`config.mk`:
```
export PLATFORM = sky130hd
export DESIGN_NAME = qtg_div_cell
export DESIGN_NICKNAME = d
export VERILOG_FILES = /design/src/qtg_pkg.sv /design/src/qtg_div_cell.sv
export SDC_FILE = /design/constraint.sdc
export NUM_CORES = 1
export LEC_CHECK = 0
export BUFFER_PORTS_ARGS = -buffer_cell sky130_fd_sc_hd__buf_2
export CORE_AREA = 2 2 296 298
export CTS_CLUSTER_SIZE = 14
export DETAILED_ROUTE_END_ITERATION = 7
export DIE_AREA = 0 0 298 300
export GPL_ROUTABILITY_DRIVEN = 0
export PLACE_DENSITY = 0.5
export SLEW_MARGIN = 20
export SYNTH_ARGS = -nofsm -noshare
export SYNTH_HDL_FRONTEND = slang
export SYNTH_SLANG_ARGS = --single-unit
```
`constraint.sdc`:
```
create_clock -name clk -period 3.4 [get_ports clk]
set_clock_uncertainty 0.1 [all_clocks]
set_input_delay 0.34 -clock clk [delete_from_list [all_inputs] [get_ports clk]]
set_output_delay 0.34 -clock clk [all_outputs]
set_load 0.01 [all_outputs]
```
`src/qtg_pkg.sv`:
```
// Shared constants and types for the quintic trajectory generator.
`timescale 1ns / 1ps
package qtg_pkg;
	localparam int CFG_W        = 32;
	localparam int IDX_W        = 3;
	localparam int QUO_BITS     = 32;
	localparam int HORNER_CELLS = 5;
	localparam int LANES        = 3;

	localparam int LANE_POS = 0;
	localparam int LANE_SPD = 1;
	localparam int LANE_ACC = 2;

	localparam logic [IDX_W-1:0] REG_DURATION   = 3'd0;
	localparam logic [IDX_W-1:0] REG_START_POS  = 3'd1;
	localparam logic [IDX_W-1:0] REG_END_POS    = 3'd2;
	localparam logic [IDX_W-1:0] REG_START_VEL  = 3'd3;
	localparam logic [IDX_W-1:0] REG_END_VEL    = 3'd4;
	localparam logic [IDX_W-1:0] REG_START_ACC  = 3'd5;
	localparam logic [IDX_W-1:0] REG_END_ACC    = 3'd6;

	localparam logic [QUO_BITS-1:0] SAT_MAX = 32'h7FFF_FFFF;
	localparam logic [QUO_BITS-1:0] SAT_MIN = 32'h8000_0000;

	typedef struct packed {
		logic hi;
		logic lo;
	} sat_t;
endpackage

```
`src/qtg_div_cell.sv`:
```
// One restoring quotient bit of the scaled sums, all three lanes.
`timescale 1ns / 1ps
module qtg_div_cell #(
	parameter int DW  = 51,
	parameter int RW  = 83,
	parameter int BIT = 0
) (
	input  logic clk,
	input  logic adv,
	input  logic [DW-1:0] den,
	input  logic [qtg_pkg::LANES-1:0][RW-1:0] rem_in,
	input  logic [qtg_pkg::LANES-1:0][qtg_pkg::QUO_BITS-1:0] quo_in,
	input  qtg_pkg::sat_t [qtg_pkg::LANES-1:0] sat_in,
	output logic [qtg_pkg::LANES-1:0][RW-1:0] rem_q,
	output logic [qtg_pkg::LANES-1:0][qtg_pkg::QUO_BITS-1:0] quo_q,
	output qtg_pkg::sat_t [qtg_pkg::LANES-1:0] sat_q
);
	import qtg_pkg::*;

	logic [RW-1:0]    shifted;
	logic [LANES-1:0] fit;

	assign shifted = RW'(den) << BIT;

	always_comb begin
		for (int l = 0; l < LANES; l++) begin
			fit[l] = rem_in[l] >= shifted;
		end
	end

	always_ff @(posedge clk) begin
		if (adv) begin
			for (int l = 0; l < LANES; l++) begin
				rem_q[l] <= fit[l] ? rem_in[l] - shifted : rem_in[l];
				quo_q[l] <= {quo_in[l][QUO_BITS-2:0], fit[l]};
			end
			sat_q <= sat_in;
		end
	end
endmodule

```
==> results.yml <==
detailed_routing:
  first_iter_violations: 1653
  via_per_inst: 4.866
  drc: 0
  postRouteAntennaNets: 0
  dr.pass1.iters: 6
  post_drt_wl_per_cell_um: 21.10
  vias: 26397
  drt_wl_total_um: 114500
worst_setup_path:
  cp.required_ps: 3670
  path_class: "primary input to register"
  critPathMaxFanout: 5
  end_kind: "register"
  cp_num_buf_inv: 2
  path_delay_family: "simple AND/OR/NAND/NOR gates"
  arrival_ps: 3640
  crit_slowest_cell: "dlygate4sd3_1"
  cpPeakStageDelay_ps: 530
  crit_path_start_kind: "primary input"
  crit_chain: "dlygate4sd3_1 -> buf_2 -> ha_1 -> nand4b_1 -> nor2_2 -> or4b_4 -> o31ai_4 -> a211oi_4 -> or4_4 -> or3_4 -> xnor2_1"
sta:
  setup_tns_ps: 0
  finalHoldViolCount: 0
  min_period_over_period: 0.9906
  slew_headroom: 0.5111
  layout_setup_ws_ps: 31.83
  tightestPinTransition_ps: 726.6
  finalMaxSlewViolations: 0
  fmax_mhz: 296.9
  finalSetupViolCount: 0
  fin_crit_ps: 3368
  rsz0062_at_grt: "true"
finish:
  post-route-util: 0.4527
  finalNetCount: 4780
  drive_above_1_share: 0.3964
  fillers: 8617
  syn_to_final_growth_pct: 62.07
  multiInputGateArea_um2: 13000
  layout_common_cells: "buf_2, buf_4, edfxtp_1, nand2_1, dlygate4sd3_1"
  seq_area_um2: 10540
  design_area_um2: 39030
  final_cells: 5425
yosys:
  avgSynthCellArea_um2: 9.508
  synth.area.top_cells: "edfxtp_1, ha_1, a21oi_1"
  synthCells: 2533
  ys_ff_latch: 351
  syn-num-nets: 3093
  ys.warnings.count: 0
  netlist_area_um2: 24080
  netlist.area_leader.share: 0.4376
  ys_types: 77
  synth_edf_count: 351
  synthArstFlopShare: 0
  postSynth.topFlopCell: "edfxtp_1"
  yosys.area.top_type: "edfxtp_1"
  yosysSeqAreaShare: 0.4376
global_route:
  grt_remaining_overflow: 0
  grt_max_degree: 60
  antenna_found_initial: 31
  track_usage: 0.2444
  grt_pass1_vias: 26485
  grt_pass1_wl_um: 165100
floorplanning:
  ioPinCount: 755
  die_h_um: 300
  die_area_um2: 89400
  die_w_um: 298
  core.rowCount: 108
  start_util: 0.2794
  core_um2: 86210
placed_design:
  place_hpwl_um: 94610
  placed_cells: 5089
  pre_cts_slack_ps: -705.9
  portBuffers: 751
  place_area_um2: 34850
flow_run:
  cap_violations: 0
clock_tree:
  cts_tree: "done"
  cts_root_buf: "clkbuf_16"
  clock-sinks: 351
  path_clk_slew_ps: 70
  numCtsBuffers: 45
  cts_htree_levels: 2
  cts.path.max_buffers: 3
worst_hold_path:
  hold_depth: 3
  min-delay-path-class: "primary input to register"
  min-delay-start: "rem_in[50]"
  hold_path_end: "rem_q[50]"
status:
  run_status: "completed"
power:
  powerDensity_nw_per_um2: 402.5
  vdd_drop_max_uv: 441.3
  p_leak_nw: 17.28
==> cell type report <==
type	instances	share of cell area
multi-input cells	1965	0.3332
diodes	14	0.0008976
repair buffers	1753	0.3091
clock inverters	31	0.01003
flip-flops and latches	351	0.2700
inverters	104	0.01019
clock buffers	52	0.02952
well taps	1155	0.03702
==> per-layer routing <==
layer,vias to the layer above,share of wire,wire length (µm),track usage
met1,12531,0.41,46770,0.2966
met5,-,0.0012,133,0
met4,24,0.034,3927,0.07801
met2,846,0.49,56320,0.4341
li1,12809,-,-,-
met3,187,0.064,7297,0.04769
==> state kept, by name, summed over array words and instances (netlist names) <==
register  count
sat_q         6
quo_q        96
rem_q       249
==> where the power goes <==
group	total [W]	internal (W)	switching, W
clock	0.00511	0.00306	0.00205
sequential	0.00558	0.00542	0.000158
combinational	0.00502	0.00236	0.00266
total	0.0157	0.0108	0.00488
==> kinds of logic after synthesis <==
logic type	Yosys count	share of synthesized area
adder cells (fa/ha/maj)	156	0.08198
flip-flops	351	0.4376
AO/OA/AOI/OAI	686	0.1727
AND/OR/NAND/NOR	868	0.1790
XOR/XNOR	236	0.08582
multiplexers	19	0.008884
buffers and inverters	217	0.03398
==> Yosys cell counts, drive strengths merged, types with 5 or more instances <==
cell     number
ha          153
a31oi        25
a21boi       15
nand3        50
nor2b        19
nand4b        5
or3          38
and3         16
a221oi        9
xor2        112
o31ai         6
o21ai       196
nor3         66
nand2b       20
a21oi       236
nor4b         5
or2          15
a21o         66
edfxtp      351
mux2         19
o211ai       13
xnor2       124
a211o        13
and4          6
a211oi       13
nor2        188
o2111ai       5
or4          25
clkbuf      102
nand2       268
inv         102
buf          11
o21a         12
and2         15
nor4         40
o21bai       33
nand4        71
nor3b         9
==> repair_timing <==
| action | CTS | global route |
|---|---|---|
| hold buffers | 238 | 0 |
| endpoints found under the setup margin | 3 | 111 |
| endpoints found under the hold margin | 238 | 0 |
| pin swaps | 0 | 9 |
| buffers inserted | 0 | 2 |
| gates resized for setup | 2 | 44 |
==> how the worst max path moves through the flow <==
stage / start / endpoint / slack (ps) / cells after the start
finish: rem_in[49] / rem_q[74] / 30 / 11
global route: rem_in[0] / rem_q[68] / -130 / 16
CTS: rem_in[234] / rem_q[223] / 7 / 14
detailed placement: den[28] / rem_q[74] / -710 / 15
global placement: den[28] / rem_q[74] / -700 / 15
floorplan: rem_in[159] / rem_q[165] / -120 / 11
==> per-stage QoR <==
step           hold slack (ps)  total power (W)
2_1_floorplan            338.9         0.007713
3_3_place_gp             415.9          0.01041
3_5_place_dp             418.1          0.01041
4_1_cts                 0.7003          0.01585
5_1_grt                  14.92          0.01645
6_report                 19.89          0.01571
Note: power is estimated with default switching activity, not from simulation.
